==> config.mk <==
export PLATFORM = sky130hd
export DESIGN_NAME = rau_divider
export DESIGN_NICKNAME = d
export VERILOG_FILES = /design/src/hdl/rau_pkg.sv /design/src/hdl/rau_cell.sv /design/src/hdl/rau_divider.sv
export SDC_FILE = /design/constraint.sdc
export NUM_CORES = 1
export LEC_CHECK = 0
export BUFFER_PORTS_ARGS = -buffer_cell sky130_fd_sc_hd__buf_4
export CORE_MARGIN = 2
export CORE_UTILIZATION = 56
export DETAILED_ROUTE_END_ITERATION = 7
export PLACE_DENSITY = 0.92
export SYNTH_ARGS = -nofsm -noshare
export SYNTH_HDL_FRONTEND = slang
export SYNTH_SLANG_ARGS = --single-unit
export TNS_END_PERCENT = 5
==> constraint.sdc <==
create_clock -name aclk -period 13.7 [get_ports aclk]
set_clock_uncertainty 0.05 [all_clocks]
set_input_delay 1.37 -clock aclk [delete_from_list [all_inputs] [get_ports aclk]]
set_output_delay 1.37 -clock aclk [all_outputs]
set_load 0.01 [all_outputs]
==> src/hdl/rau_pkg.sv <==
`timescale 1ns / 1ps

package rau_pkg;

    localparam int OPERAND_WIDTH = 32;
    localparam int IN_W          = 32;
    localparam int DATA_W        = 64;
    localparam int SLICE_W       = 16;
    localparam int N_CELLS       = DATA_W / SLICE_W;
    localparam int CNT_W         = 6;

    localparam logic [2:0] CMD_ADD   = 3'd0;
    localparam logic [2:0] CMD_SUB   = 3'd1;
    localparam logic [2:0] CMD_MUL   = 3'd2;
    localparam logic [2:0] CMD_DIV   = 3'd3;
    localparam logic [2:0] CMD_CMP   = 3'd4;
    localparam logic [2:0] CMD_SET   = 3'd5;
    localparam logic [2:0] CMD_MIXED = 3'd6;
    localparam logic [2:0] CMD_NONE  = 3'd7;

    localparam logic [2:0] REL_LT = 3'd0;
    localparam logic [2:0] REL_LE = 3'd1;
    localparam logic [2:0] REL_EQ = 3'd2;
    localparam logic [2:0] REL_NE = 3'd3;
    localparam logic [2:0] REL_GT = 3'd4;
    localparam logic [2:0] REL_GE = 3'd5;

    typedef enum logic [2:0] {
        ST_IDLE,
        ST_MUL,
        ST_PREP,
        ST_TWOS,
        ST_GCD,
        ST_DIV,
        ST_FIN,
        ST_DONE
    } state_t;

    typedef struct packed {
        logic load;
        logic step;
    } cell_ctrl_t;

    // sign-extend the low OPERAND_WIDTH bits, one guard bit on top
    function automatic logic signed [IN_W:0] op_ext(input logic [IN_W-1:0] raw);
        logic signed [IN_W-1:0] t;
        t = $signed(raw << (IN_W - OPERAND_WIDTH)) >>> (IN_W - OPERAND_WIDTH);
        return {t[IN_W-1], t};
    endfunction

    function automatic logic [IN_W-1:0] mag_op(input logic signed [IN_W:0] x);
        logic signed [IN_W:0] t;
        t = x[IN_W] ? -x : x;
        return t[IN_W-1:0];
    endfunction

    function automatic logic [DATA_W-1:0] mag_wide(input logic signed [DATA_W-1:0] x);
        return x[DATA_W-1] ? -x : x;
    endfunction

endpackage

==> src/hdl/rau_cell.sv <==
`timescale 1ns / 1ps

module rau_cell (
    input  logic                          aclk,
    input  rau_pkg::cell_ctrl_t           ctrl,
    input  logic                          take,
    input  logic [rau_pkg::SLICE_W-1:0]   load_q,
    input  logic [rau_pkg::SLICE_W-1:0]   d_slice,
    input  logic                          r_in,
    input  logic                          q_in,
    input  logic                          b_in,
    output logic                          r_out,
    output logic                          q_out,
    output logic                          b_out,
    output logic [rau_pkg::SLICE_W-1:0]   q_slice
);

    logic [rau_pkg::SLICE_W-1:0] r_reg;
    logic [rau_pkg::SLICE_W-1:0] q_reg;
    logic [rau_pkg::SLICE_W-1:0] shifted;
    logic [rau_pkg::SLICE_W:0]   diff;

    assign shifted = {r_reg[rau_pkg::SLICE_W-2:0], r_in};
    assign diff    = {1'b0, shifted} - {1'b0, d_slice} - {{rau_pkg::SLICE_W{1'b0}}, b_in};
    assign b_out   = diff[rau_pkg::SLICE_W];
    assign r_out   = r_reg[rau_pkg::SLICE_W-1];
    assign q_out   = q_reg[rau_pkg::SLICE_W-1];
    assign q_slice = q_reg;

    always_ff @(posedge aclk) begin
        if (ctrl.load) begin
            r_reg <= '0;
            q_reg <= load_q;
        end else if (ctrl.step) begin
            r_reg <= take ? diff[rau_pkg::SLICE_W-1:0] : shifted;
            q_reg <= {q_reg[rau_pkg::SLICE_W-2:0], q_in};
        end
    end

endmodule

==> src/hdl/rau_divider.sv <==
`timescale 1ns / 1ps

module rau_divider (
    input  logic                         aclk,
    input  rau_pkg::cell_ctrl_t          ctrl,
    input  logic [rau_pkg::DATA_W-1:0]   dividend,
    input  logic [rau_pkg::DATA_W-1:0]   divisor,
    output logic [rau_pkg::DATA_W-1:0]   quotient
);

    logic [rau_pkg::N_CELLS-1:0] r_out;
    logic [rau_pkg::N_CELLS-1:0] q_out;
    logic [rau_pkg::N_CELLS-1:0] b_out;
    logic                        take;

    // the bit shifted out of the top forces a subtract
    assign take = r_out[rau_pkg::N_CELLS-1] | ~b_out[rau_pkg::N_CELLS-1];

    for (genvar i = 0; i < rau_pkg::N_CELLS; i++) begin : g_cell
        logic r_in;
        logic q_in;
        logic b_in;
        if (i == 0) begin : g_low
            assign r_in = q_out[rau_pkg::N_CELLS-1];
            assign q_in = take;
            assign b_in = 1'b0;
        end else begin : g_up
            assign r_in = r_out[i-1];
            assign q_in = q_out[i-1];
            assign b_in = b_out[i-1];
        end
        rau_cell u_cell (
            .aclk    (aclk),
            .ctrl    (ctrl),
            .take    (take),
            .load_q  (dividend[i*rau_pkg::SLICE_W +: rau_pkg::SLICE_W]),
            .d_slice (divisor[i*rau_pkg::SLICE_W +: rau_pkg::SLICE_W]),
            .r_in    (r_in),
            .q_in    (q_in),
            .b_in    (b_in),
            .r_out   (r_out[i]),
            .q_out   (q_out[i]),
            .b_out   (b_out[i]),
            .q_slice (quotient[i*rau_pkg::SLICE_W +: rau_pkg::SLICE_W])
        );
    end

endmodule

; After elaboration in Yosys (flattened, before gate mapping)
; Cells that the tools add are included.
[classes]
bitwise_logic = 2
n_addsub = 7
reduce_logical = 1
mux = 12
[ops]
columns = op, n
row1 = 16-bit 2-to-1 mux, 12
row2 = 16-bit by 16-bit subtractor with 17-bit output, 4
row3 = 17-bit by 1-bit subtractor with 17-bit output, 3
row4 = 2-bit nonzero test, 1
row5 = 1-bit inverter, 1
row6 = 1-bit OR, 1
[word_totals]
output_inout_bits = 64
in_bits = 131
ff_bits = 128
word_cells = 30

; Longest topological paths before layout
[logic_depth]
depth_word = 8
depth_mapped = 51
mapped_depth_nobuf = 49

; By module
; Synthesis repeated with hierarchy kept, for this count alone.
[unflattened]
cells_unflattened = 1150
hier_area_um2 = 10334.9
[by_module_without_submodules]
columns = mod, area_each_um2, seq_area_each_um2, cells_each, n_inst
row1 = rau_cell at g_cell[2].u_cell ..., 2627.5, 800.8, 293, 2
row2 = rau_cell at g_cell[0].u_cell, 2615.0, 800.8, 291, 1
row3 = rau_cell at g_cell[1].u_cell, 2454.9, 800.8, 271, 1
row4 = rau_divider, 10.0, 0.0, 2, 1

; Worst setup path after synthesis
; OpenSTA, ideal clock, no wires.
[synth_path]
path_type = input-to-reg
startpoint = in divisor[0] (netlist name)
endpoint = reg g_cell[1].u_cell.r_reg[2] (netlist name)
path_buffers = 2
setup_ps = 132
t_arrival_ps = 11422
setup_slack_ps = 2096
cell_stages = 49
required_time_ps = 13518
cell_sequence = ha_1 > fa_1 > nor2b_1 > o31ai_1 > a221oi_1 > nor3_1 > nor3_1 > a21oi_1 > o21bai_1 > fa_1 > ha_1 > or2_2 > fa_1 > nor2b_1 > o21ai_0 > a2111o_1 > nand3_1 > a31oi_1 > [13 not listed] > a21o_1 > a21oi_1 > xor2_1 > fa_1 > inv_1 > ha_1 > nor2_1 > fa_1 > a21boi_0 > o221ai_2 > nand3_2 > nand3_1 > and3_4 > or2_1 > buf_6 > buf_6 > o211ai_1 > a21oi_1
[synth_via]
elab_chain_cells = 7
[synth_rtl]
columns = element, line
row1 = start: declaration, rau_divider.sv:7  ; input logic [rau_pkg::DATA_W-1:0] divisor,
row2 = 16-bit by 16-bit subtractor with 17-bit output *, rau_cell.sv:24  ; assign diff = {1'b0, shifted} - {1'b0, d_slice} - {{rau_pkg::SLICE_W{1'b0}}, b_in};
row3 = 17-bit by 1-bit subtractor with 17-bit output *, rau_cell.sv:24
row4 = 17-bit by 1-bit subtractor with 17-bit output (2 in a row), rau_cell.sv:24
row5 = 1-bit inverter, rau_divider.sv:17  ; assign take = r_out[rau_pkg::N_CELLS-1] | ~b_out[rau_pkg::N_CELLS-1];
row6 = 1-bit OR, rau_divider.sv:17
row7 = 16-bit 2-to-1 mux *, rau_cell.sv:35  ; r_reg <= take ? diff[rau_pkg::SLICE_W-1:0] : shifted;
row8 = end signal: assignment, rau_cell.sv:35
row9 = end: declaration, rau_cell.sv:18  ; logic [rau_pkg::SLICE_W-1:0] r_reg;
; Mark *: on every way between the ends. The rest lies on a longest branch, timed or not.
; A chain may end at the register's enable or synchronous reset.

; Final worst setup path
[layout_path]
startpoint = in divisor[0] (netlist name)
endpoint = reg g_cell[0].u_cell.r_reg[1] (netlist name)
[layout_via]
elab_chain_cells = 7
[layout_rtl]
columns = element, line
row1 = 16-bit by 16-bit subtractor with 17-bit output *, rau_cell.sv:24
row2 = 17-bit by 1-bit subtractor with 17-bit output (3 in a row), rau_cell.sv:24
row3 = 1-bit inverter, rau_divider.sv:17
row4 = 1-bit OR, rau_divider.sv:17
row5 = 16-bit 2-to-1 mux *, rau_cell.sv:35
row6 = end signal: assignment, rau_cell.sv:35
row7 = end: declaration, rau_cell.sv:18
; Marks and branches as above.

==> reports/summary.log <==
[grt] antenna violations before repair 0
[clocking] root cell of the clock tree sky130_fd_sc_hd__clkbuf_16
[placement] count of input and output buffers 194
[synth] compound-cell area share of the yosys netlist 15.73%
[sta] pin slew with the least headroom to its limit 1.041 ns
[synth] #FFs+latches synth 128
[worst_setup_path] Critical path buffers and inverters 4
[route] via/cell ratio 5.605
[synth] per-instance average area after synthesis 9.001 um^2
[synth] most common flop cell mapped by yosys sky130_fd_sc_hd__edfxtp_1
[floorplanning] die boundary height 134.2 um
[clocking] CTS tree yes
[sta] number of pins exceeding their max-slew limit in the final report 0
[clocking] clock latency at the later pin of the worst-skew pair 0.42 ns
[clocking] CTS clock-pin slew for the worst setup and hold paths 0.06 ns
[power_and_ir_drop] share of total power consumed by net switching 42.22%
[synth] portion of synthesized cell area occupied by the leading cell type 20.26%
[sta] share of the clock period used by the worst path 93.65%
[placement] GP Congestion 0.8961
[worst_setup_path] highest cell delay on the worst timing path 0.51 ns
[synth] async set-reset flop share out of synthesis 0%
[sta] Final Worst Setup Slack 0.8704 ns
[placement] Setup WS pre-CTS 0.6297 ns
[run] max cap viols 0
[grt] vias in the first global route 7918
[worst_setup_path] crit path capture type flop
[route] average wire per cell in the routed design 15.87 um
[worst_hold_path] Hold Path Class flop to flop
[clocking] number of gates resized after cts 0
[sta] relative max-transition margin 30.59%
[synth] largest cells by area after synthesis sky130_fd_sc_hd__edfxtp_1, sky130_fd_sc_hd__ha_1, sky130_fd_sc_hd__dfxtp_1
[final_layout] leading cell type in the layout, fill and taps excluded sky130_fd_sc_hd__buf_4
[floorplanning] Die ar. 18000 um^2
[worst_setup_path] most used cell along the critical path sky130_fd_sc_hd__fa_1
[final_layout] final net count 1474
[route] number of optimization iterations in the first detailed-route pass 5
[floorplanning] FP Rows 47
[route] final antenna-violating net count 0
[route] DRC Markers 0
[run_status] result of the run complete, no violations
[placement] Detailed Place HPWL 17040 um
[sta] final hold viol count 0
[synth] dominant combinational cell family by area after synthesis compound AO/OA/AOI/OAI gates
[power_and_ir_drop] largest voltage drop on the vdd net 0.0001441 V
[synth] mux cell area share after synthesis 8.138%
[grt] Total GRT Usage 25.71%
[floorplanning] Boundary Pins 195
[clocking] Clock Sink Count 128
[final_layout] antenna diode instance count 0
[final_layout] area growth from synthesis to final layout 22.54%
[worst_setup_path] library cell contributing the largest single delay on the critical path sky130_fd_sc_hd__fa_1
[synth] number of nets produced by synthesis 1298
[clocking] H-tree lvl count 4
[sta] sum of negative setup slack 0 ns
[power_and_ir_drop] proportion of power drawn by combinational gates 56.2%
[grt] grt ovf 0
[sta] setup repair after global routing missed its margin no
[power_and_ir_drop] Clock Power Share 19.6%
[synth] yosys synthesis warning count 0
[power_and_ir_drop] switching power total 0.0009643 W
[worst_setup_path] arrival time of data at the critical path endpoint 13.04 ns
[synth] largest area contributor in the netlist sky130_fd_sc_hd__edfxtp_1
[final_layout] commonest non-fill, non-tap cells in the layout sky130_fd_sc_hd__buf_4, sky130_fd_sc_hd__inv_1, sky130_fd_sc_hd__ha_1
[floorplanning] Die X 134.2 um
[floorplanning] CORE AREA 16580 um^2
[route] vias 8200
[sta] number of endpoints failing setup at the final stage 0
[synth] share of synthesized cell area in full adder, half adder and majority cells 15.46%
[route] Post-Route WL 23220 um
[synth] sequential fraction of the synthesis area 33.76%
[power_and_ir_drop] power per unit of standard cell area 196.5 nW/um^2
[power_and_ir_drop] leakage 5.359 nW
[worst_setup_path] critical setup path kind input pin to flop
[clocking] number of buffers created by CTS 17
[sta] post-layout min period 12.83 ns
[synth] Post-synth EDFFs 64
[grt] pin count of the biggest net entering global routing 108
[synth] post-synthesis simple-gate area fraction 13.72%
[synth] parity-gate share of the synthesized area counting xor and xnor cells 4.432%
[synth] Post-Synthesis Cells 1054
[sta] Peak Freq 77.94 MHz
[worst_setup_path] type of origin of the critical path input pin
[power_and_ir_drop] Reg power frac 24.3%
[clocking] largest buffer count on any clock path 2
[worst_setup_path] cell class contributing the biggest share of worst-path delay compound AO/OA/AOI/OAI gates
[grt] global-route wire length before repair 37180 um
[route] Detailed Route Iter0 Violations 486
[synth] cell area after technology mapping 9487 um^2
[floorplanning] starting density of the core 57.21%
[final_layout] layout cells sized above 1 24.94%
[power_and_ir_drop] internal power component 0.001320 W
[synth] synth unique cells 64
[worst_setup_path] critical path peak fanout 24
[worst_setup_path] endpoint required time on the critical path 13.91 ns
worst reg2reg max path: cells and delay by family (launching register included):
kind / cells / cell delay (ns)
fa+ha+maj: 11 / 3.85
xor+xnor: 2 / 0.35
simple gates: 14 / 2.62
compound gates: 18 / 4.39
flops: 1 / 0.51
buf+inv: 4 / 0.46
area by class of cell:
type,count,area (um^2)
Sequential cell,128,3203
Tap cell,220,275.3
Clock buffer,20,446.7
Clock inverter,12,137.6
Multi-Input combinational cell,724,5453
Timing Repair Buffer,203,1524
Inverter,156,585.6
Fill cell,1289,4959
synthesized netlist by cell type, types with 16 or more instances:
| library cell | instances |
|---|---|
| sky130_fd_sc_hd__dfxtp_1 | 64 |
| sky130_fd_sc_hd__xnor2_1 | 29 |
| sky130_fd_sc_hd__a311oi_1 | 36 |
| sky130_fd_sc_hd__xor2_1 | 19 |
| sky130_fd_sc_hd__a21oi_1 | 46 |
| sky130_fd_sc_hd__nor2_1 | 93 |
| sky130_fd_sc_hd__nand2_1 | 99 |
| sky130_fd_sc_hd__ha_1 | 106 |
| sky130_fd_sc_hd__mux2_2 | 65 |
| sky130_fd_sc_hd__edfxtp_1 | 64 |
| sky130_fd_sc_hd__o21ai_0 | 29 |
| sky130_fd_sc_hd__a211oi_1 | 16 |
| sky130_fd_sc_hd__clkbuf_1 | 29 |
| sky130_fd_sc_hd__nor3_1 | 21 |
| sky130_fd_sc_hd__inv_1 | 155 |
cell families after synthesis:
family                     count (synthesis)
muxes                                     69
and+or+nand+nor                          286
buffers and inverters                    202
DFF                                      128
xor gates and xnor gates                  48
adders and majority gates                113
AOI/OAI and AO/OA                        208
power by group through the flow:
stage / Clock (W) / Sequential, W / Combinational, W
floorplan: 0 / 0.000551 / 0.000999
global placement: 0 / 0.000555 / 0.00120
detailed placement: 0 / 0.000560 / 0.00125
CTS: 0.000456 / 0.000553 / 0.00127
global route: 0.000467 / 0.000564 / 0.00143
finish: 0.000447 / 0.000554 / 0.00128
path summary, 6_finish.rpt:
kind	from	to	slack (ns)	cells after the start
max	divisor[0]	g_cell[0].u_cell.r_reg[1]$_SDFFE_PP0P_	0.87	49
min reg2reg	g_cell[1].u_cell.r_reg[15]$_SDFFE_PP0P_	g_cell[1].u_cell.r_reg[15]$_SDFFE_PP0P_	0.44	2
min	g_cell[1].u_cell.r_reg[15]$_SDFFE_PP0P_	g_cell[1].u_cell.r_reg[15]$_SDFFE_PP0P_	0.44	2
max reg2reg	g_cell[3].u_cell.q_slice[15]$_DFFE_PP_	g_cell[0].u_cell.r_reg[1]$_SDFFE_PP0P_	1.35	49
metrics by stage:
step           cells  util, %  cell area [um^2]  total power, W  hold WS (ns)
6_report        1463    70.10             11620        0.002284        0.4373
3_3_place_gp    1430    66.53             11030        0.001756        0.4235
3_5_place_dp    1430    66.53             11030        0.001807        0.4265
2_1_floorplan   1054        -              9487        0.001550        0.4093
4_1_cts         1462    70.05             11620        0.002277        0.4371
5_1_grt         1463    70.10             11620        0.002461        0.4528
timing repair:
item | in CTS | in global routing
buffers inserted | 0 | 1
endpoints found under the setup margin | 0 | 44
hold buffers | 0 | 0
routing by layer:
| metal | wire length (um) | track usage (%) | part of all wire (%) | vias up |
|---|---|---|---|---|
| li1 | - | - | - | 4045 |
| met5 | 0 | 0 | 0 | - |
| met2 | 11820 | 46.35 | 51 | 263 |
| met3 | 1343 | 5.329 | 5.8 | 37 |
| met4 | 433 | 8.070 | 1.9 | 0 |
| met1 | 9620 | 30.75 | 41 | 3855 |
Power figures use the tool's default switching activity.
